### src/rtl/vbbd_pkg.sv
// shared constants, types and state encoding of the voxel box blur density core
package vbbd_pkg;

  localparam int GridXDefault = 32;
  localparam int GridYDefault = 32;
  localparam int GridZDefault = 32;

  localparam int PosW   = 5;
  localparam int CountW = 7;
  localparam int DensW  = 16;
  localparam int PopW   = 3;
  localparam int SpanW  = 3;
  localparam int CoordW = 9;

  localparam int KernelHalf = 2;
  localparam int KernelSpan = 2 * KernelHalf + 1;

  // floor(c * 65536 / 216) == (c * DensityMul) >> DensityShift for c <= 125
  localparam int MulW = 21;
  localparam logic [MulW-1:0] DensityMul = 21'd1242757;
  localparam int DensityShift = 12;

  localparam logic FuncWrite = 1'b0;
  localparam logic FuncQuery = 1'b1;

  typedef enum logic [2:0] {
    ST_CLEAR,
    ST_IDLE,
    ST_WR_READ,
    ST_WR_WRITE,
    ST_Q_RUN,
    ST_Q_DRAIN,
    ST_Q_MUL,
    ST_Q_LOAD
  } vbbd_state_e;

  typedef struct packed {
    logic capture;
    logic clr_we;
    logic wr_read;
    logic wr_write;
    logic q_issue;
    logic mul;
    logic load;
  } vbbd_cmd_t;

  typedef struct packed {
    logic in_query;
    logic clr_last;
    logic q_last;
    logic out_free;
  } vbbd_stat_t;

endpackage

### src/rtl/vbbd_ctrl.sv
// controller state machine sequencing clear, write and query transactions
module vbbd_ctrl (
  input  logic                clk_i,
  input  logic                rst_ni,
  input  logic                in_valid_i,
  output logic                in_ready_o,
  input  vbbd_pkg::vbbd_stat_t stat_i,
  output vbbd_pkg::vbbd_cmd_t  cmd_o
);
  import vbbd_pkg::*;

  vbbd_state_e state_q, state_d;

  always_ff @(posedge clk_i or negedge rst_ni) begin
    if (!rst_ni) begin
      state_q <= ST_CLEAR;
    end else begin
      state_q <= state_d;
    end
  end

  always_comb begin
    state_d = state_q;
    unique case (state_q)
      ST_CLEAR: begin
        if (stat_i.clr_last) state_d = ST_IDLE;
      end
      ST_IDLE: begin
        if (in_valid_i) state_d = stat_i.in_query ? ST_Q_RUN : ST_WR_READ;
      end
      ST_WR_READ:  state_d = ST_WR_WRITE;
      ST_WR_WRITE: state_d = ST_IDLE;
      ST_Q_RUN: begin
        if (stat_i.q_last) state_d = ST_Q_DRAIN;
      end
      ST_Q_DRAIN: state_d = ST_Q_MUL;
      ST_Q_MUL:   state_d = ST_Q_LOAD;
      ST_Q_LOAD: begin
        if (stat_i.out_free) state_d = ST_IDLE;
      end
      default: state_d = ST_CLEAR;
    endcase
  end

  always_comb begin
    in_ready_o     = (state_q == ST_IDLE);
    cmd_o          = '0;
    cmd_o.capture  = (state_q == ST_IDLE) && in_valid_i;
    cmd_o.clr_we   = (state_q == ST_CLEAR);
    cmd_o.wr_read  = (state_q == ST_WR_READ);
    cmd_o.wr_write = (state_q == ST_WR_WRITE);
    cmd_o.q_issue  = (state_q == ST_Q_RUN);
    cmd_o.mul      = (state_q == ST_Q_MUL);
    cmd_o.load     = (state_q == ST_Q_LOAD) && stat_i.out_free;
  end

  a_write_after_read: assert property (@(posedge clk_i) disable iff (!rst_ni)
    cmd_o.wr_write |-> $past(cmd_o.wr_read))
    else $error("row write without preceding row read");

  a_last_issue_drains: assert property (@(posedge clk_i) disable iff (!rst_ni)
    cmd_o.q_issue && stat_i.q_last |=> state_q == ST_Q_DRAIN)
    else $error("query did not drain after last row");

  a_mul_after_drain: assert property (@(posedge clk_i) disable iff (!rst_ni)
    cmd_o.mul |-> $past(state_q) == ST_Q_DRAIN)
    else $error("density computed before window complete");

endmodule

### config.mk
export PLATFORM = sky130hd
export DESIGN_NAME = vbbd_ctrl
export DESIGN_NICKNAME = d
export VERILOG_FILES = /design/src/rtl/vbbd_pkg.sv /design/src/rtl/vbbd_ctrl.sv
export SDC_FILE = /design/constraint.sdc
export NUM_CORES = 1
export LEC_CHECK = 0
export BUFFER_PORTS_ARGS = -buffer_cell sky130_fd_sc_hd__buf_2
export CORE_AREA = 2 2 39 41
export DETAILED_ROUTE_END_ITERATION = 7
export DIE_AREA = 0 0 41 43
export GPL_ROUTABILITY_DRIVEN = 0
export GPL_TIMING_DRIVEN = 0
export PLACE_DENSITY = 0.49
export SETUP_SLACK_MARGIN = 0.05
export SKIP_CTS_REPAIR_TIMING = 1
export SLEW_MARGIN = 20
export SYNTH_ARGS = -nofsm -noshare
export SYNTH_HDL_FRONTEND = slang
export SYNTH_SLANG_ARGS = --single-unit
### constraint.sdc
create_clock -name clk_i -period 2.6 [get_ports clk_i]
set_input_delay 0.13 -clock clk_i [delete_from_list [all_inputs] [get_ports clk_i]]
set_output_delay 0.13 -clock clk_i [all_outputs]
set_load 0.01 [all_outputs]
# After elaboration in Yosys (flattened, before gate mapping)
# Index checks and enable logic that the tools add are counted.
[op_classes]
n_eq_ne = 11
n_mux = 6
reduce_logical = 4
[ops]
columns = ["cell", "count"]
rows = [
  ["$pmux W3 S8", 1],
  ["$mux W3", 5],
  ["$eq A3 B3 Y1 const B", 4],
  ["$ne A2 B2 Y1 const B", 4],
  ["$eq A3 B2 Y1 const B", 2],
  ["$reduce_and A4 Y1", 1],
  ["$eq A3 B1 Y1 const B", 1],
  ["$logic_not A3 Y1", 1],
  ["$logic_and A1 B1 Y1", 2],
]
[totals]
ff_bits = 3
in_bits = 7
out_inout_bits = 8
wordCells = 22

# Longest topological paths before layout
# Gate-level depths: netlist of run 1.
[depth]
depth_word = 3
mapped_depth = 4
ltp_nobuf = 3

# Least setup slack after synthesis of run 1
# OpenSTA, ideal clock, no wires.
[synth_path]
path_type = "register -> output"
from = "register state_q[0]"
to = "output cmd_o[6] (netlist name)"
arrival_time_ns = 0.865
required_ns = 2.470
path_slack_ns = 1.605
stages_incl_launch_ff = 5
path_cell_list = "dfrtp_1 buf_4 nand2b_1 nor2_2 and2_1"
[synth_lines]
columns = ["element", "line_no", "text"]
rows = [
  ["from (decl)", "vbbd_ctrl.sv:12", "vbbd_state_e state_q, state_d;"],
  ["from (signal assigned)", "vbbd_ctrl.sv:18", "state_q <= state_d;"],
  ["to (decl)", "vbbd_ctrl.sv:8", "output vbbd_pkg::vbbd_cmd_t cmd_o"],
]

==> impl_metrics.yaml, run 1 <==
timing:
  max_freq_mhz: 754
  hold_ws_ns: 0.194
  finalMaxSlewViolations: 0
  final_min_period_over_clock_period: 0.510
  final_hold_viol_count: 0
  setup_total_negative_slack_ns: 0
  clock-skew-final_ns: 0.00208
  max-slew-margin-rel: 0.843
  worstMarginPinSlew_ns: 0.235
  rsz_0062_raised_after_global_routing: "false"
  setup_violations: 0
  layout_min_cycle_time_ns: 1.33
finish:
  final_core_occ: 0.253
  largest_register_ffs: 3
  final-seq-area_um2: 75.1
  biggestRegsByFlops: "state_q (3)"
  stdcell_count: 62
  area_of_the_multi_input_gates_um2: 130
  largest_register: "state_q"
  n_fill_cell: 157
  post_route_cells_drive_above_1_share: 0.500
  fin_nets: 54
  n_antenna_cell: 0
  syn_to_final_growth_pct: 56.4
route:
  wl_met1_um: 244
  met2_length_um: 286
  post-route-drc-count: 0
  routed-via-count: 248
  drt_iter0_drc: 2
  drtPass1Iterations: 4
  met3_wire_length_um: 41
  post_drt_via_cell_ratio: 4.00
  antenna_left: 0
  wl_per_cell_um: 9.23
  top_metal_layer_carrying_routed_signals: "met3"
  routed_wirelength_um: 572
clock_network:
  cts_buffer_depth: 2
  cts.sink_count: 3
  clock_transition_time_at_the_flip_flop_clock_pins_of_the_worst_setup_and_hold_paths_ns: 0.04
  source_to_sink_clock_delay_at_the_later_pin_of_the_worst_skew_pair_ns: 0.24
  cell_chosen_for_the_clock_root: "sky130_fd_sc_hd__clkbuf_4"
  clock_tree_from_tritoncts: "built"
  ctsHtreeMaxLevel: 1
  tritoncts.num_buffers: 3
critical_path:
  crit_path_top_delay_cell: "sky130_fd_sc_hd__dfrtp_1"
  critPathMaxStageDelay_ns: 0.35
  timing.critical_path.to_type: "primary output"
  path_class: "reg2out"
  crit_path_cell_trace: "buf_4 -> nand2b_1 -> nor2_2 -> and2_1 -> buf_2"
  critical_path_required_ns: 2.47
  crit_path_start_kind: "flip-flop"
  critical_path_arrival_ns: 1.20
  worst-path-max-fanout: 9
grt:
  number_of_global_route_vias_before_repair: 234
  globalRouteOverflowTotal: 0
  grt_first_pass_wirelength_um: 931
  grt_start_max_net_pins: 11
  grt_use_total: 0.0907
  initial_antenna_violation_count: 0
floorplan:
  die_area_mm2: 0.00176
  std_cell_rows: 14
  io_pins: 15
  start_util: 0.162
  chipHeight_um: 43
  fp.dieW_um: 41
  core-area_mm2: 0.00138
yosys:
  synth-seq-area-share: 0.335
  syn_nets: 34
  synth_area_per_cell_um2: 8.30
  synth_area_um2: 224
  synth_cell_type_count: 18
  yosys_warnings: 0
  netlist_instances: 27
  synth-seq-cells: 3
placed_design:
  dpl.cell_count: 57
  io_buffer_count: 14
  post-dp-hpwl_um: 418
flow_run:
  drv_cap: 0
power:
  power.static_leakage_nw: 0.182
  power_per_cell_area_mw_per_mm2: 1180
  p_total_mw: 0.412
  irDropWorstVdd_mv: 0.273
status:
  outcome: "complete, no violations"
hold_path:
  tightest_hold_check_type: "in2reg"
per-stage QoR:
stage                     setup slack [ns]  area [um^2]
after floorplan                       1.61          224
after global placement                1.52          314
after detailed placement              1.52          314
after CTS                             1.26          340
after global routing                  1.18          350
final                                 1.27          350
cells by family after synthesis:
kind of cell,share of synthesized area
buf+inv,0.0838
flops,0.335
simple gates,0.352
compound gates,0.184
mux,0.0447
power breakdown:
group          internal [mW]  switching [mW]  total [mW]
logic                  0.107           0.132       0.240
registers             0.0698          0.0200      0.0898
clock network         0.0576          0.0255      0.0831
total                  0.235           0.178       0.412
critical path: cells and delay by family (launching register included):
kind | cells | cell delay, ns
buffers and inverters | 2 | 0.29
DFF | 1 | 0.35
and+or+nand+nor | 3 | 0.33
layout make-up:
type / instances / share of cell area
Clock buffer: 4 / 0.0750
Buffer: 2 / 0.0429
Timing Repair Buffer: 15 / 0.229
Multi-Input combinational cell: 21 / 0.371
Tap cell: 16 / 0.0571
Inverter: 1 / 0.0107
Sequential cell: 3 / 0.214
path summary, 6_finish.rpt:
| kind | start | end | slack [ns] | cells past startpoint |
|---|---|---|---|---|
| setup / recovery | state_q[0] | cmd_o[6] | 1.27 | 5 |
| hold / removal | in_valid_i | state_q[0] | 0.19 | 2 |
| setup reg to reg | state_q[2] | state_q[1] | 1.60 | 4 |
| hold reg to reg | state_q[0] | state_q[1] | 0.57 | 2 |
| max in group asynchronous | rst_ni | state_q[0] | 2.27 | 2 |
| min in group asynchronous | rst_ni | state_q[2] | 0.22 | 2 |
layout by cell type (no fill, tap or decap), types with 2 or more instances in the layout:
master                     Yosys  layout
sky130_fd_sc_hd__clkbuf_4      0       3
sky130_fd_sc_hd__and2_1        2       2
sky130_fd_sc_hd__buf_2         0      14
sky130_fd_sc_hd__nor3_1        2       2
sky130_fd_sc_hd__nor2_1        3       3
sky130_fd_sc_hd__dfrtp_1       3       3
sky130_fd_sc_hd__buf_4         2       2
sky130_fd_sc_hd__nand2_1       3       3
metal layers:
layer / vias up / global-route usage
met2: 9 / 0.103
met1: 107 / 0.0977
met5: - / 0
li1: 132 / -
met3: 0 / 0.0471
met4: 0 / 0.120
cell usage after synthesis (all sizes together):
library cell / count / area (um^2)
a31oi: 1 / 6.26
nor3b: 1 / 7.51
nor2b: 1 / 6.26
o221ai: 1 / 8.76
mux2i: 1 / 10.0
a21oi: 2 / 13.8
inv: 1 / 3.75
and2b: 1 / 7.51
nor2: 4 / 17.5
nand2: 3 / 11.3
dfrtp: 3 / 75.1
o22ai: 1 / 12.5
nor3: 2 / 10.0
and2: 2 / 12.5
buf: 2 / 15.0
nand2b: 1 / 6.26
Note: power is estimated with default switching activity, not from simulation.
==> run 2, diff against run 1 <==
==> constraint.sdc (replaced) <==
create_clock -name clk_i -period 1.3 [get_ports clk_i]
set_input_delay 0.065 -clock clk_i [delete_from_list [all_inputs] [get_ports clk_i]]
set_output_delay 0.065 -clock clk_i [all_outputs]
set_load 0.01 [all_outputs]
==> impl_metrics.yaml, run 2 (synthesis results as in run 1) <==
floorplan:
  fp.dieW_um: 41
  chipHeight_um: 43
  core-area_mm2: 0.00138
  start_util: 0.162
  std_cell_rows: 14
  io_pins: 15
  die_area_mm2: 0.00176
finish:
  layout_common_cells: "14 x sky130_fd_sc_hd__buf_2, 3 x sky130_fd_sc_hd__nand2_1, 3 x sky130_fd_sc_hd__clkbuf_4"
  area_of_the_multi_input_gates_um2: 140
  fin_nets: 54
  final-seq-area_um2: 76.3
  layout.cells.most_common: "sky130_fd_sc_hd__buf_2"
  largest_register_ffs: 3
  post_route_cells_drive_above_1_share: 0.565
  n_antenna_cell: 0
  n_fill_cell: 158
  largest_register: "state_q"
  syn_to_final_growth_pct: 63.1
  final_core_occ: 0.264
  biggestRegsByFlops: "state_q (3)"
timing:
  clock-skew-final_ns: 0.00300
  final_min_period_over_clock_period: 0.912
  finalMaxSlewViolations: 0
  max-slew-margin-rel: 0.911
  postLayoutSetupSlackWorst_ns: 0.114
  setup_violations: 0
  worstMarginPinSlew_ns: 0.130
  rsz_0062_raised_after_global_routing: "true"
  final_hold_viol_count: 0
  layout_min_cycle_time_ns: 1.19
  setup_total_negative_slack_ns: 0
  max_freq_mhz: 843
critical_path:
  timing.critical_path.to_type: "primary output"
  crit_path_start_kind: "flip-flop"
  crit_path_cell_trace: "buf_6 -> nand2b_4 -> nor2_2 -> and2_1 -> buf_2"
  worst-path-max-fanout: 9
  critPathMaxStageDelay_ns: 0.36
  critPathTopFamily: "flip-flops"
  crit_path_top_delay_cell: "sky130_fd_sc_hd__dfrtp_1"
  critical_path_required_ns: 1.24
  critical_path_arrival_ns: 1.12
  worstPathBufferInverterCount: 2
  path_class: "reg2out"
route:
  post_drt_via_cell_ratio: 4.03
  wl_per_cell_um: 9.24
  post-route-drc-count: 0
  routed_wirelength_um: 573
  routed-via-count: 250
  drt_iter0_drc: 4
  antenna_left: 0
  drtPass1Iterations: 2
placed_design:
  io_buffer_count: 14
  post-dp-hpwl_um: 418
  dp_worst_slack_ns: 0.283
flow_run:
  drv_cap: 0
grt:
  grt_start_max_net_pins: 11
  globalRouteOverflowTotal: 0
  initial_antenna_violation_count: 0
  number_of_global_route_vias_before_repair: 234
  grt_first_pass_wirelength_um: 931
  grt_use_total: 0.0907
clock_network:
  ctsHtreeMaxLevel: 1
  cts.sink_count: 3
  source_to_sink_clock_delay_at_the_later_pin_of_the_worst_skew_pair_ns: 0.24
  tritoncts.num_buffers: 3
  clock_tree_from_tritoncts: "built"
  clock_transition_time_at_the_flip_flop_clock_pins_of_the_worst_setup_and_hold_paths_ns: 0.04
  cell_chosen_for_the_clock_root: "sky130_fd_sc_hd__clkbuf_4"
  cts_buffer_depth: 2
power:
  power_per_cell_area_mw_per_mm2: 2410
  p_total_mw: 0.881
  power.static_leakage_nw: 0.185
  irDropWorstVdd_mv: 0.579
status:
  outcome: "complete, no violations"
hold_path:
  tightest_hold_check_type: "in2reg"
-- run 2: changes by cell type in the layout (fill, tap and decap cells not counted) --
cell	before	now
sky130_fd_sc_hd__dfrtp_2	0	1
sky130_fd_sc_hd__nand2b_1	1	0
sky130_fd_sc_hd__buf_6	0	1
sky130_fd_sc_hd__nand2b_4	0	1
sky130_fd_sc_hd__buf_4	2	1
sky130_fd_sc_hd__nor2_1	3	2
sky130_fd_sc_hd__dfrtp_1	3	2
sky130_fd_sc_hd__nor2_2	1	2
-- run 2: cell type report --
cell class	count	share of cell area
multi-input combinational	21	0.384
sequential	3	0.209
buffer	2	0.0514
clock buffer	4	0.0719
timing repair buffer	15	0.219
tap	16	0.0548
inverter	1	0.0103
-- run 2: path summary, 6_finish.rpt --
kind,start,end,slack [ns],depth (start not counted)
worst max-delay path,state_q[0],cmd_o[6],0.11,5
worst min-delay path,in_valid_i,state_q[0],0.13,2
worst max register to register,state_q[2],state_q[1],0.29,4
worst min register to register,state_q[1],state_q[2],0.55,1
max in group asynchronous,rst_ni,state_q[1],1.03,2
min in group asynchronous,rst_ni,state_q[2],0.15,2
-- run 2: report_power, final --
group | switching (mW) | internal, mW
logic | 0.276 | 0.247
registers | 0.0474 | 0.143
clock network | 0.0529 | 0.115
-- run 2: per-layer routing --
layer,global-route usage,share of wire
met5,0,0
met1,0.0977,0.43
met3,0.0471,0.075
met2,0.103,0.49
met4,0.120,0
-- run 2: stage by stage --
stage	area, um^2	hold WS [ns]	cells
4_1_cts	340	-0.393	61
5_1_grt	365	0.165	62
6_report	365	0.131	62
3_3_place_gp	314	-0.138	57
2_1_floorplan	224	-0.231	27
3_5_place_dp	314	-0.139	57
